===== config.mk =====
export PLATFORM = sky130hd
export DESIGN_NAME = tlps_group_mem
export DESIGN_NICKNAME = d
export VERILOG_FILES = /design/src/hw/rtl/two_level_propensity_sampler_macros.svh /design/src/hw/rtl/tlps_pkg.sv /design/src/hw/rtl/tlps_group_mem.sv
export SDC_FILE = /design/constraint.sdc
export NUM_CORES = 2
export LEC_CHECK = 0
export BUFFER_PORTS_ARGS = -buffer_cell sky130_fd_sc_hd__buf_4
export CORE_ASPECT_RATIO = 0.75
export CORE_MARGIN = 10
export CORE_UTILIZATION = 63
export DETAILED_ROUTE_END_ITERATION = 6
export PLACE_DENSITY_LB_ADDON = 0.05
export SETUP_SLACK_MARGIN = 0.2
export SKIP_LAST_GASP = 1
export SLEW_MARGIN = 20
export SYNTH_ARGS = -nofsm -noshare
export SYNTH_HDL_FRONTEND = slang
export SYNTH_MEMORY_MAX_BITS = 65536
export SYNTH_SLANG_ARGS = --single-unit

===== constraint.sdc =====
create_clock -name clock -period 3.9 [get_ports clock]
set_clock_uncertainty 0.05 [all_clocks]
set_input_delay 0 -clock clock [delete_from_list [all_inputs] [get_ports clock]]
set_output_delay 0 -clock clock [all_outputs]
set_load 0.02 [all_outputs]

===== src/hw/rtl/two_level_propensity_sampler_macros.svh =====
// Assertion macros shared by the two-level propensity sampler RTL.
// Included by the top sampler module, which carries the concurrent checks; depends on nothing.
`ifndef TWO_LEVEL_PROPENSITY_SAMPLER_MACROS_SVH
`define TWO_LEVEL_PROPENSITY_SAMPLER_MACROS_SVH

// Same-cycle implication, disabled while reset is high.
`define TLPS_ASSERT_IMPLIES(label, clk, rst, ante, cons) \
   label: assert property (@(posedge clk) disable iff (rst) (ante) |-> (cons)) \
      else $error("sampler check failed in the same cycle");

// Next-cycle implication, disabled while reset is high.
`define TLPS_ASSERT_NEXT(label, clk, rst, ante, cons) \
   label: assert property (@(posedge clk) disable iff (rst) (ante) |=> (cons)) \
      else $error("sampler check failed in the following cycle");

`endif


===== src/hw/rtl/tlps_pkg.sv =====
// Shared types and constants of the two-level propensity sampler.
// Used by every module of the block; depends on nothing.
package tlps_pkg;

   localparam int MAX_GROUPS_DEFAULT   = 64;
   localparam int MAX_PARTNERS_DEFAULT = 64;
   localparam int WEIGHT_BITS_DEFAULT  = 32;

   localparam int VALUE_W  = 32;
   localparam int ORDER_W  = 6;
   localparam int ROWLEN_W = 7;
   localparam int COUNT_W  = 32;
   localparam int REACT_W  = 12;
   localparam int POS_W    = 6;
   localparam int GC_W     = 7;
   localparam int MODE_W   = 3;

   localparam int REQ_DATA_W = 112;
   localparam int RSP_DATA_W = 24;

   typedef enum logic [MODE_W-1:0] {
      MODE_SAMPLE         = 3'd0,
      MODE_GROUP_WEIGHT   = 3'd1,
      MODE_GROUP_ORDER    = 3'd2,
      MODE_PARTNER_WEIGHT = 3'd3,
      MODE_PARTNER_ORDER  = 3'd4,
      MODE_ROW_LENGTH     = 3'd5,
      MODE_MEMBER_COUNT   = 3'd6,
      MODE_REACTION       = 3'd7
   } mode_type;

   typedef enum logic [2:0] {
      ST_IDLE,
      ST_GROUP_SCAN,
      ST_DIVIDE,
      ST_PARTNER_SCAN,
      ST_EMIT
   } state_type;

   typedef struct packed {
      logic               valid;
      mode_type           mode;
      logic [VALUE_W-1:0] value;
   } mem_write_type;

endpackage


===== src/hw/rtl/tlps_group_mem.sv =====
// Per-group tables: weight, sorted order, row length and member count.
// One write port and registered reads; depends on tlps_pkg.
module tlps_group_mem
   import tlps_pkg::*;
#(
   parameter int MAX_GROUPS  = MAX_GROUPS_DEFAULT,
   parameter int WEIGHT_BITS = WEIGHT_BITS_DEFAULT,
   localparam int GW = $clog2(MAX_GROUPS)
) (
   input  logic                   clock,
   input  mem_write_type          wr,
   input  logic [GW-1:0]          wr_addr,
   input  logic [GW-1:0]          order_addr,
   output logic [ORDER_W-1:0]     order_rd,
   input  logic [GW-1:0]          entry_addr,
   output logic [WEIGHT_BITS-1:0] weight_rd,
   output logic [ROWLEN_W-1:0]    len_rd,
   output logic [COUNT_W-1:0]     count_rd
);

   logic [WEIGHT_BITS-1:0] weight_mem [MAX_GROUPS];
   logic [ORDER_W-1:0]     order_mem  [MAX_GROUPS];
   logic [ROWLEN_W-1:0]    len_mem    [MAX_GROUPS];
   logic [COUNT_W-1:0]     count_mem  [MAX_GROUPS];

   logic [ORDER_W-1:0]     order_rd_ff;
   logic [WEIGHT_BITS-1:0] weight_rd_ff;
   logic [ROWLEN_W-1:0]    len_rd_ff;
   logic [COUNT_W-1:0]     count_rd_ff;

   always_ff @(posedge clock) begin
      if (wr.valid) begin
         unique case (wr.mode)
            MODE_GROUP_WEIGHT: begin
               weight_mem[wr_addr] <= WEIGHT_BITS'(wr.value);
            end
            MODE_GROUP_ORDER: begin
               order_mem[wr_addr] <= ORDER_W'(wr.value);
            end
            MODE_ROW_LENGTH: begin
               len_mem[wr_addr] <= ROWLEN_W'(wr.value);
            end
            MODE_MEMBER_COUNT: begin
               count_mem[wr_addr] <= COUNT_W'(wr.value);
            end
            default: begin
            end
         endcase
      end
   end

   always_ff @(posedge clock) begin
      order_rd_ff  <= order_mem[order_addr];
      weight_rd_ff <= weight_mem[entry_addr];
      len_rd_ff    <= len_mem[entry_addr];
      count_rd_ff  <= count_mem[entry_addr];
   end

   assign order_rd  = order_rd_ff;
   assign weight_rd = weight_rd_ff;
   assign len_rd    = len_rd_ff;
   assign count_rd  = count_rd_ff;

endmodule


* Word-level counts from Yosys, hierarchy flattened
Memories as Yosys holds them, arrays and structs flattened. A register that Yosys moved wholly into a read port is not among the register bits.
Index checks and enable logic that the tools add are counted.
** Cells by class
- Eq/ne operators :: 4
- Muxes and demuxes :: 12
** Operator list (count)
- 1-bit two-way mux :: 12
- 3-bit equality test (second input constant) :: 2
- 3-bit by 1-bit equality test with 1-bit output (second input constant) :: 1
- 3-bit by 2-bit equality test with 1-bit output (second input constant) :: 1
** Storage, ports and cells
- Register bits :: 0
- Bits in writable memories :: 4928
- Bits of input ports :: 55
- Word-level logic and storage cells :: 20
- Memories :: 4
** Memories
- count_mem :: words 64, width 32, read ports 1, clocked after memory_dff 1, wr ports 1, RTL line tlps_group_mem.sv:24 : logic [COUNT_W-1:0] count_mem [MAX_GROUPS];
- weight_mem :: words 64, width 32, read ports 1, clocked after memory_dff 1, wr ports 1, RTL line tlps_group_mem.sv:21 : logic [WEIGHT_BITS-1:0] weight_mem [MAX_GROUPS];
- len_mem :: words 64, width 7, read ports 1, clocked after memory_dff 1, wr ports 1, RTL line tlps_group_mem.sv:23 : logic [ROWLEN_W-1:0] len_mem [MAX_GROUPS];
- order_mem :: words 64, width 6, read ports 1, clocked after memory_dff 1, wr ports 1, RTL line tlps_group_mem.sv:22 : logic [ORDER_W-1:0] order_mem [MAX_GROUPS];

* Longest topological paths before layout
- Word-level depth :: 4
- Mapped depth :: 11
- Gate-level depth less buffers :: 5

* Least setup slack after synthesis
OpenSTA, ideal clock, no wires.
- Path kind :: input to register
- Start point :: input wr_addr[4]
- End point :: memory count_mem[20][0] (enable)
- Data arrival time :: 2367 ps
- Data required time :: 3429 ps
- Slack :: 1062 ps
- Cell stages on the path :: 4
- Path buffers :: 1
- Cell sequence :: clkbuf_1 > nor3b_1 > nand2_1 > nor2_1
** RTL lines
- from (decl) :: RTL line tlps_group_mem.sv:12 : input logic [GW-1:0] wr_addr,
- to (decl) :: RTL line tlps_group_mem.sv:24
No word-level cell before the write port.

* Worst setup path in the final report
- Start point :: input wr_addr[1]
- End point :: memory order_mem[36][0] (enable)
** RTL lines (RTL line)
- to (decl) :: tlps_group_mem.sv:22
No word-level cell before the write port.

==> results_dict.tcl <==
set metrics [dict create \
    routed_via_density 7.02 \
    ys.flop_type "edfxtp_1" \
    syn_area_per_cell_sq_um 22.6 \
    rows 174 \
    cp_slowest_stage_delay_ps 1200 \
    multi_input_area_sq_um 38600 \
    mostFrequentLayoutCell "edfxtp_1" \
    core_sq_um 300000 \
    final_cell_mix "edfxtp_1, mux4_2, buf_4" \
    syn_to_final_growth_pct 12.8 \
    synth_edf_count 4928 \
    drc 0 \
    critPathCaptureType "flop" \
    port_buffers 131 \
    cellLeakagePower_nw 66.8 \
    final_antenna_net_count 0 \
    fin_cells 13300 \
    rsz0062_at_grt "false" \
    clock-sinks 5005 \
    dp_hpwl_um 307000 \
    ys_ff_latch 5005 \
    drt-total-wl_um 507000 \
    drv_cap 0 \
    dr_wl_met2_um 231000 \
    fill_cells 17400 \
    period_minus_slack_ps 3410 \
    dieArea_sq_um 323000 \
    clock_latency_ps 960 \
    synthTopCellsByArea "edfxtp_1, mux4_2, o22ai_1" \
    placed_area_sq_um 198000 \
    hold_ws_ps 64.8 \
    power_frac_comb_pct 5.2 \
    setup_tns_ps 0 \
    wl_met3_um 61600 \
    min_from "wr[6]" \
    crit_family "simple AND/OR/NAND/NOR gates" \
    seq_power_share_pct 54.2 \
    start_util_pct 63.3 \
    grt_pass1_vias 90900 \
    syn_nets 8444 \
    ys_warn_count 0 \
    worstMarginPinSlew_ps 1310 \
    internal-power_mw 86.7 \
    ir_drop_v 0.000525 \
    fin_nets 9045 \
    cp_max_fo 8 \
    die_width_um 653 \
    cts_buffer_depth 4 \
    gr-total-overflow 0 \
    worstPathRequired_ps 4390 \
    cp.buffers_inverters 2 \
    layout.area.seq_sq_um 150000 \
    netSwitchingFraction_pct 21.0 \
    worstSetupStartpointType "primary input" \
    arrival_ps 3900 \
    outcome "completed" \
    hold_path.class "primary input to flop" \
    clockRootBuffer "clkbuf_16" \
    async_flop_share_pct 0 \
    finalInstanceArea_sq_um 214000 \
    netlist.area_leader.share_pct 78.1 \
    top_layer "met5" \
    pin_count 132 \
    wire_per_inst_um 38.0 \
    clock_power_share_pct 40.6 \
    max_slew_margin_pct 12.5 \
    synth_cell_types 49 \
    synthCells 8389 \
    synth_area_leader_cell "edfxtp_1" \
    wl_met1_um 191000 \
    firstDrtPassIters 6 \
    path_depth 5 \
    drive_gt1_share_pct 28.6 \
    p_sw_mw 23.1 \
    grt_pass1_wl_um 713000 \
    r2r-start "order_mem[6][5]" \
    crit_chain "dlygate4sd3_1 > buf_4 > nor3b_2 > nand2_1 > nor2_1" \
    setup_viol 0 \
    drtIter0Drc 14800 \
    drv_slew 0 \
    place_congestion 0.890 \
    fin_crit_sh_pct 87.5 \
    dp_cells 12400 \
    seq_area_frac_synth_pct 78.9 \
    cp_slowest_cell "nor2_1" \
    startpoint "wr_addr[1]" \
    cts_tree "done" \
    hold_viol 0 \
    track_usage_pct 31.3 \
    vias 93700 \
    grt_max_degree 129 \
    final_util_pct 71.4 \
    clk_pin_slew_ps 60 \
    syn_area_sq_um 190000 \
    timing.fmax_ghz 0.293 \
    reg2regPathDepth 6 \
    antenna_found_initial 22 \
    cts_setup_buffers 0 \
    htreeDepth 5 \
    cts_buffers 454 \
    cellPowerDensity_nw_per_um2 513 \
    worstSetupPathType "primary input to flop" \
    hold_path_depth 2 \
    fp.dieH_um 495 \
]
-- cell families (layout without fill, tap and decap cells) --
kind of cell	Yosys count	after routing	share of synthesized area, %
AO/OA/AOI/OAI	572	572	1.99
buffers and inverters	480	1462	1.32
flip-flops	5005	5005	78.9
multiplexers	1473	1473	15.8
other	0	12	0
AND/OR/NAND/NOR	859	859	2.02
-- per-layer routing --
| metal | vias to the layer above | GRT usage [%] |
|---|---|---|
| met3 | 909 | 7.38 |
| met2 | 6363 | 46.1 |
| li1 | 36800 | - |
| met5 | - | 0 |
| met4 | 2 | 11.9 |
| met1 | 49700 | 46.8 |
-- synth_stat cells, drive strengths merged (5+ instances only) --
cell type	number
nor2	342
nor3	26
nor3b	6
a2111oi	15
a221oi	17
nand3	89
mux2i	171
mux2	100
nand2	231
clkbuf	162
nand3b	6
a21oi	62
a211oi	29
o22a	14
o221ai	26
dfxtp	77
or2	5
buf	318
nand2b	58
edfxtp	4928
o211ai	43
nor4	58
mux4	1202
o22ai	293
nor2b	23
o21ai	44
a32oi	9
-- final cells by class --
cell class,instances,area share (%)
Antenna cell,12,0.0140
Tap cell,3960,2.32
Clock buffer,603,5.83
Sequential cell,5005,69.9
Clock inverter,234,1.09
Multi-Input combinational cell,2904,18.0
Timing Repair Buffer,625,2.80
-- flip-flops by register name, summed over array words and instances (netlist names) --
name and cells:
count_mem 2048, order_rd 6, weight_mem 2048, order_mem 384, weight_rd 32, len_mem 448
len_rd 7, count_rd 32
-- stage by stage --
step | setup slack, ps | total power [mW]
detailed placement | 371 | 66.3
global placement | 176 | 66.2
CTS | 638 | 110
finish | 489 | 110
floorplan | 1060 | 63.2
global route | 614 | 112
-- final timing paths --
check | endpoint | slack [ps]
max | order_mem[36][0] | 490
min | count_mem[37][6] | 60
max reg2reg | order_rd[5] | 810
min reg2reg | weight_rd[19] | 840
-- timing repair --
item | in CTS | in global routing
gates resized for setup | 0 | 0
hold buffers | 56 | 0
endpoints found under the hold margin | 3884 | 0
-- power by group through the flow --
stage	clock, mW	combinational, mW	sequential (mW)
after floorplan	0	2.66	60.6
after global placement	0	5.57	60.6
after detailed placement	0	5.65	60.6
after CTS	44.9	5.72	59.5
after global routing	47.1	5.95	59.4
final	44.6	5.70	59.5
Power figures use the tool's default switching activity.
