`src/hw/rtl/two_level_propensity_sampler_macros.svh`:
```
// Assertion macros shared by the two-level propensity sampler RTL.
// Included by the top sampler module, which carries the concurrent checks; depends on nothing.
`ifndef TWO_LEVEL_PROPENSITY_SAMPLER_MACROS_SVH
`define TWO_LEVEL_PROPENSITY_SAMPLER_MACROS_SVH

// Same-cycle implication, disabled while reset is high.
`define TLPS_ASSERT_IMPLIES(label, clk, rst, ante, cons) \
   label: assert property (@(posedge clk) disable iff (rst) (ante) |-> (cons)) \
      else $error("sampler check failed in the same cycle");

// Next-cycle implication, disabled while reset is high.
`define TLPS_ASSERT_NEXT(label, clk, rst, ante, cons) \
   label: assert property (@(posedge clk) disable iff (rst) (ante) |=> (cons)) \
      else $error("sampler check failed in the following cycle");

`endif

```
`src/hw/rtl/tlps_pkg.sv`:
```
// Shared types and constants of the two-level propensity sampler.
// Used by every module of the block; depends on nothing.
package tlps_pkg;

   localparam int MAX_GROUPS_DEFAULT   = 64;
   localparam int MAX_PARTNERS_DEFAULT = 64;
   localparam int WEIGHT_BITS_DEFAULT  = 32;

   localparam int VALUE_W  = 32;
   localparam int ORDER_W  = 6;
   localparam int ROWLEN_W = 7;
   localparam int COUNT_W  = 32;
   localparam int REACT_W  = 12;
   localparam int POS_W    = 6;
   localparam int GC_W     = 7;
   localparam int MODE_W   = 3;

   localparam int REQ_DATA_W = 112;
   localparam int RSP_DATA_W = 24;

   typedef enum logic [MODE_W-1:0] {
      MODE_SAMPLE         = 3'd0,
      MODE_GROUP_WEIGHT   = 3'd1,
      MODE_GROUP_ORDER    = 3'd2,
      MODE_PARTNER_WEIGHT = 3'd3,
      MODE_PARTNER_ORDER  = 3'd4,
      MODE_ROW_LENGTH     = 3'd5,
      MODE_MEMBER_COUNT   = 3'd6,
      MODE_REACTION       = 3'd7
   } mode_type;

   typedef enum logic [2:0] {
      ST_IDLE,
      ST_GROUP_SCAN,
      ST_DIVIDE,
      ST_PARTNER_SCAN,
      ST_EMIT
   } state_type;

   typedef struct packed {
      logic               valid;
      mode_type           mode;
      logic [VALUE_W-1:0] value;
   } mem_write_type;

endpackage

```
`src/hw/rtl/tlps_divider.sv`:
```
// Restoring divider, one quotient bit per cycle, for the residual scaling.
// A zero divisor yields all ones; depends on tlps_pkg.
module tlps_divider
   import tlps_pkg::*;
(
   input  logic               clock,
   input  logic               reset,
   input  logic               start,
   input  logic [COUNT_W-1:0] dividend,
   input  logic [COUNT_W-1:0] divisor,
   output logic               done,
   output logic [COUNT_W-1:0] quotient
);

   localparam int STEP_W = $clog2(COUNT_W + 1);

   logic                busy_ff, busy_in;
   logic                done_ff, done_in;
   logic [STEP_W-1:0]   steps_ff, steps_in;
   logic [COUNT_W-1:0]  rem_ff, rem_in;
   logic [COUNT_W-1:0]  quo_ff, quo_in;
   logic [COUNT_W-1:0]  den_ff, den_in;
   logic [COUNT_W:0]    shifted;
   logic                fits;

   assign shifted = {rem_ff, quo_ff[COUNT_W-1]};
   assign fits    = shifted >= {1'b0, den_ff};

   always_comb begin
      busy_in  = busy_ff;
      done_in  = 1'b0;
      steps_in = steps_ff;
      rem_in   = rem_ff;
      quo_in   = quo_ff;
      den_in   = den_ff;
      if (start) begin
         busy_in  = 1'b1;
         steps_in = STEP_W'(COUNT_W);
         rem_in   = '0;
         quo_in   = dividend;
         den_in   = divisor;
      end else if (busy_ff) begin
         rem_in   = fits ? COUNT_W'(shifted - {1'b0, den_ff}) : COUNT_W'(shifted);
         quo_in   = {quo_ff[COUNT_W-2:0], fits};
         steps_in = steps_ff - 1'b1;
         if (steps_ff == STEP_W'(1)) begin
            busy_in = 1'b0;
            done_in = 1'b1;
         end
      end
   end

   always_ff @(posedge clock) begin
      if (reset) begin
         busy_ff  <= 1'b0;
         done_ff  <= 1'b0;
         steps_ff <= '0;
      end else begin
         busy_ff  <= busy_in;
         done_ff  <= done_in;
         steps_ff <= steps_in;
      end
   end

   always_ff @(posedge clock) begin
      rem_ff <= rem_in;
      quo_ff <= quo_in;
      den_ff <= den_in;
   end

   assign done     = done_ff;
   assign quotient = quo_ff;

endmodule

```
`config.mk`:
```
export PLATFORM = sky130hd
export DESIGN_NAME = tlps_divider
export DESIGN_NICKNAME = d
export VERILOG_FILES = /design/src/hw/rtl/two_level_propensity_sampler_macros.svh /design/src/hw/rtl/tlps_pkg.sv /design/src/hw/rtl/tlps_divider.sv
export SDC_FILE = /design/constraint.sdc
export NUM_CORES = 1
export LEC_CHECK = 0
export ABC_CLOCK_PERIOD_IN_PS = 4600
export BUFFER_PORTS_ARGS = -buffer_cell sky130_fd_sc_hd__buf_2
export CAP_MARGIN = 20
export CORE_AREA = 2 2 132 96
export DETAILED_ROUTE_END_ITERATION = 16
export DIE_AREA = 0 0 134 98
export PLACE_DENSITY = 0.71
export SLEW_MARGIN = 25
export SYNTH_ARGS = -nofsm -noshare
export SYNTH_HDL_FRONTEND = slang
export SYNTH_SLANG_ARGS = --single-unit
```
`constraint.sdc`:
```
create_clock -name clock -period 4.6 [get_ports clock]
set_clock_uncertainty 0.05 [all_clocks]
set_input_delay 0 -clock clock [delete_from_list [all_inputs] [get_ports clock]]
set_output_delay 0 -clock clock [all_outputs]
set_load 0.05 [all_outputs]
```
### After elaboration in Yosys (flattened, before gate mapping)

Cells that the tools add are included.
Widths: inputs -> output; s select.

* add/sub/neg operators: 2
* order comparisons: 1
* equality and inequality tests: 1
* mux-type cells: 9
* bitwise operators: 1
* reduce and logical (&&, ||, !) cells: 3

Operators with widths (number)
* $mux 32: 3
* $ge 33x32->1: 1
* $sub 32x32->32: 1
* $mux 6: 2
* $eq 6x1->1 const B: 1
* $sub 6x1->6 const B: 1
* $mux 1: 4
* $reduce_or 3->1: 1
* $reduce_bool 2->1: 1
* $reduce_or 2->1: 1
* $not 1->1: 1

* register bits after elaboration: 104
* input bits: 67
* output and inout port bits: 33
* logic and storage cells: 24

### Depth between registers and ports, before layout

* depth after elaboration: 4
* gate-level depth with buffers: 13
* depth with buffers taken out: 12

### Least setup slack after synthesis

OpenSTA, ideal clock, no wires.

* path type: flip-flop to flip-flop
* start point: register quo_ff[31], in the netlist quotient[31]
* end point: register rem_ff[30]
* library setup time: 0.128 ns
* data arrival time: 3.155 ns
* data required time: 4.422 ns
* setup slack: 1.267 ns
* cell stages (with the launch flop): 13
* buffers on the path: 0
* clock period less this slack: 3.333 ns
* cells stage by stage: edfxtp_1 -> inv_1 -> ha_1 -> fa_1 -> nor2b_1 -> o21ai_0 -> o21ai_1 -> a311oi_1 -> o32ai_1 -> nor2_1 -> o41ai_1 -> xor2_1 -> o2bb2ai_1

* word-level cells in the longest chain between the ends: 2
* elaborated cells on any way between the ends: 3
* classes of those cells: add/sub: 1; order compare: 1; mux: 1

Ends and longest elaborated chain
* start: declaration: line tlps_divider.sv:21 `logic [COUNT_W-1:0] quo_ff, quo_in;`
* start signal: assignment: line tlps_divider.sv:67 `quo_ff <= quo_in;`
* $sub 32x32->32 / $ge 33x32->1 (equally long branches): line tlps_divider.sv:43, tlps_divider.sv:27
* $mux 32 (*): line tlps_divider.sv:43 `rem_in = fits ? COUNT_W'(shifted - {1'b0, den_ff}) : COUNT_W'(shifted);`
* end signal: assignment: line tlps_divider.sv:66 `rem_ff <= rem_in;`
* end: declaration: line tlps_divider.sv:20 `logic [COUNT_W-1:0] rem_ff, rem_in;`

Every way passes the cells marked *; elsewhere a longest branch is shown, timed or not.
A chain may end at the register's enable or synchronous reset.

### Worst setup path in the final report

* start point: register den_ff[14]
* end point: register rem_ff[24]

* word-level cells in the longest chain between the ends: 2
* elaborated cells on any way between the ends: 3
* classes of those cells: add/sub: 1; order compare: 1; mux: 1

Ends and longest elaborated chain
* start: declaration: line tlps_divider.sv:22 `logic [COUNT_W-1:0] den_ff, den_in;`
* start signal: assignment: line tlps_divider.sv:68 `den_ff <= den_in;`
* $sub 32x32->32 / $ge 33x32->1 (equally long branches): line tlps_divider.sv:43, tlps_divider.sv:27
* $mux 32 (*): line tlps_divider.sv:43

Marks and branches as above.

==> results.json <==
{
  "synth-compound-area-share_pct": 16.3,
  "clk_path_buf_depth": 2,
  "slew_violations": 0,
  "path_clk_slew_ns": 0.07,
  "worstSkewPairLatency_ns": 0.35,
  "seq_area_frac_synth_pct": 46.8,
  "portBuffers": 99,
  "power_density_nw_per_um2": 358,
  "drt_iter0_markers": 351,
  "nets": 828,
  "fin_ws_ns": 1.08,
  "synth_ff_type": "edfxtp_1",
  "num_vias": 4812,
  "grt_overflow": 0,
  "dp_hpwl_um": 9080,
  "max_freq_ghz": 0.284,
  "routabilityCongestion": 0.873,
  "synth_top_cell_by_area": "edfxtp_1",
  "fin_area_um2": 7430,
  "grt_pass1_wl_um": 22900,
  "grt_max_degree": 69,
  "synth_edf_count": 64,
  "first_pass_iters": 5,
  "leakage_nw": 3.24,
  "r2r-start": "den_ff[14]",
  "start_util_pct": 48.6,
  "synth_cell_types": 61,
  "status": "finished clean",
  "cts_buffers": 9,
  "antenna_found_initial": 0,
  "nFillCells": 972,
  "cts.sink_count": 104,
  "groute.usage.overall_pct": 21.6,
  "rsz0062_at_grt": "false",
  "cts_root_buf": "clkbuf_16",
  "die_area_um2": 13100,
  "syn2layout_area_growth_pct": 27.7,
  "synth_cells": 572,
  "drc": 0,
  "core_area_um2": 12000,
  "syn_area_um2": 5810,
  "cap_violations": 0,
  "yosysWarnings": 0,
  "end_kind": "flip-flop",
  "synthAdderAreaFrac_pct": 7.66,
  "cp_data_required_time_ns": 4.81,
  "wl_per_cell_um": 15.2,
  "drive_above_1_share_pct": 22.3,
  "tns_ns": 0,
  "worst_slew_pin_slew_ns": 0.723,
  "ant_nets": 0,
  "routed_wl_um": 13600,
  "cts_post_setup_buffers_inserted": 0,
  "hold_viol_final": 0,
  "synthXorXnorAreaFrac_pct": 4.37,
  "cp-startpoint": "den_ff[14]",
  "ys_ff_latch": 104,
  "synth_area_per_cell_um2": 10.2,
  "critPathKind": "flip-flop to flip-flop",
  "worstPathArrival_ns": 3.73,
  "place_area_um2": 6460,
  "slew_headroom_pct": 51.8,
  "row_count": 34,
  "cts_tree": "built",
  "synth_top_area_share_pct": 33.1,
  "synth_mux_area_share_pct": 7.55,
  "finalSetupViolations": 0,
  "synth_top_family_by_area": "compound AO/OA/AOI/OAI gates",
  "h-tree-depth": 3,
  "cp-start-kind": "flip-flop",
  "async_flop_share_pct": 0,
  "first_global_vias": 4700,
  "period_share_pct": 76.4,
  "hp-class": "input port to flip-flop",
  "n_antenna_cell": 0,
  "power_mw": 2.66,
  "synth_fp_nets": 674,
  "ctsResizeCount": 0,
  "die_w_um": 134,
  "ys_top_cells_by_area": "edfxtp_1, dfxtp_1, ha_1",
  "die_h_um": 98,
  "fin_crit_ns": 3.52,
  "irDropWorstVdd_mv": 0.223,
  "post-place-ws_ns": 1.13,
  "path_max_fanout": 30,
  "io_pins": 100,
  "via_per_inst": 5.39,
  "min_from": "start",
  "yosys.area_share.simple_pct": 12.5
}
[cells in the mapped netlist, types with 6 or more instances]
library cell,n
nor2_1,67
edfxtp_1,64
inv_1,45
dfxtp_1,40
a21oi_1,39
ha_1,34
nand2_1,32
mux2_2,31
a211oi_1,30
clkbuf_1,20
xnor2_1,17
xor2_1,12
nor3_1,10
o21ai_0,10
mux2i_1,9
nand3_1,8
a21o_1,7
o21ai_1,6
[cell families (layout without fill, tap and decap cells)]
kind of cell	Yosys count	in the layout
DFF	104	104
AOI/OAI and AO/OA	138	138
and+or+nand+nor	155	155
xor gates and xnor gates	29	29
adders and majority gates	35	35
muxes	40	40
buffers and inverters	71	230
[layer usage]
| metal | track usage [%] | routed length (um) | up-vias |
|---|---|---|---|
| met2 | 34.7 | 6310 | 136 |
| met5 | 0 | 0 | - |
| li1 | - | - | 2398 |
| met1 | 29.6 | 6380 | 2250 |
| met3 | 4.15 | 645 | 28 |
| met4 | 7.04 | 280 | 0 |
[layout by cell type, fill, tap and decap left out, drive strengths merged, types with 12 or more instances in the layout]
master       Yosys  final
xor2            12     12
nor2            67     67
edfxtp          64     64
buf              5    103
nand2           32     32
inv             46     50
ha              34     34
a211oi          30     30
dlygate4sd3      0     65
mux2            31     31
dfxtp           40     40
a21oi           39     39
xnor2           17     17
o21ai           17     17
[through the flow]
stage / cells / hold WS [ns] / utilization [%]
after floorplan: 572 / 0.0224 / -
after global placement: 812 / 0.126 / 54.1
after detailed placement: 812 / 0.128 / 54.1
after CTS: 893 / 0.104 / 62.1
after global routing: 893 / 0.114 / 62.1
final: 893 / 0.103 / 62.1
[area by class of cell]
| cell class | instances | area (um^2) | share of cell area [%] |
|---|---|---|---|
| multi-input combinational | 397 | 2820 | 38.0 |
| sequential | 104 | 2720 | 36.7 |
| timing repair buffer | 168 | 1190 | 16.0 |
| clock buffer | 9 | 225 | 3.03 |
| tap | 162 | 203 | 2.73 |
| inverter | 46 | 173 | 2.32 |
| clock inverter | 7 | 87.6 | 1.18 |
[flip-flops by register name, indices dropped and copies added (netlist names)]
signal and flops:
den_ff 32, quotient 32, rem_ff 32, steps_ff 6, busy_ff 1, done 1
[power breakdown]
group	internal [mW]	leakage (nW)	switching (mW)	total, mW
combinational	0.293	2.13	0.434	0.727
clock	0.436	0.148	0.370	0.806
sequential	1.08	0.965	0.0454	1.13
total	1.81	3.24	0.849	2.66
[final timing paths]
| check | cells after the start | slack [ns] | to |
|---|---|---|---|
| min reg2reg | 2 | 0.44 | steps_ff[0] |
| min | 1 | 0.10 | den_ff[6] |
| max | 12 | 1.08 | rem_ff[24] |
| max reg2reg | 12 | 1.08 | rem_ff[24] |
[worst max-delay path: stages, from the launching register on]
cell	delay [ns]
edfxtp_1	0.33
inv_1	0.04
ha_1	0.36
a21oi_1	0.19
o21ai_1	0.12
a2111o_1	0.39
a221o_1	0.37
o211a_1	0.30
o21ai_4	0.60
buf_12	0.27
nand2_1	0.07
o31a_1	0.10
a211oi_1	0.21
[repair_timing]
action,CTS,global route
hold buffers,65,0
setup endpoints to repair,0,0
hold endpoints to repair,72,0
No activity file was read; power rests on OpenSTA's default activity.
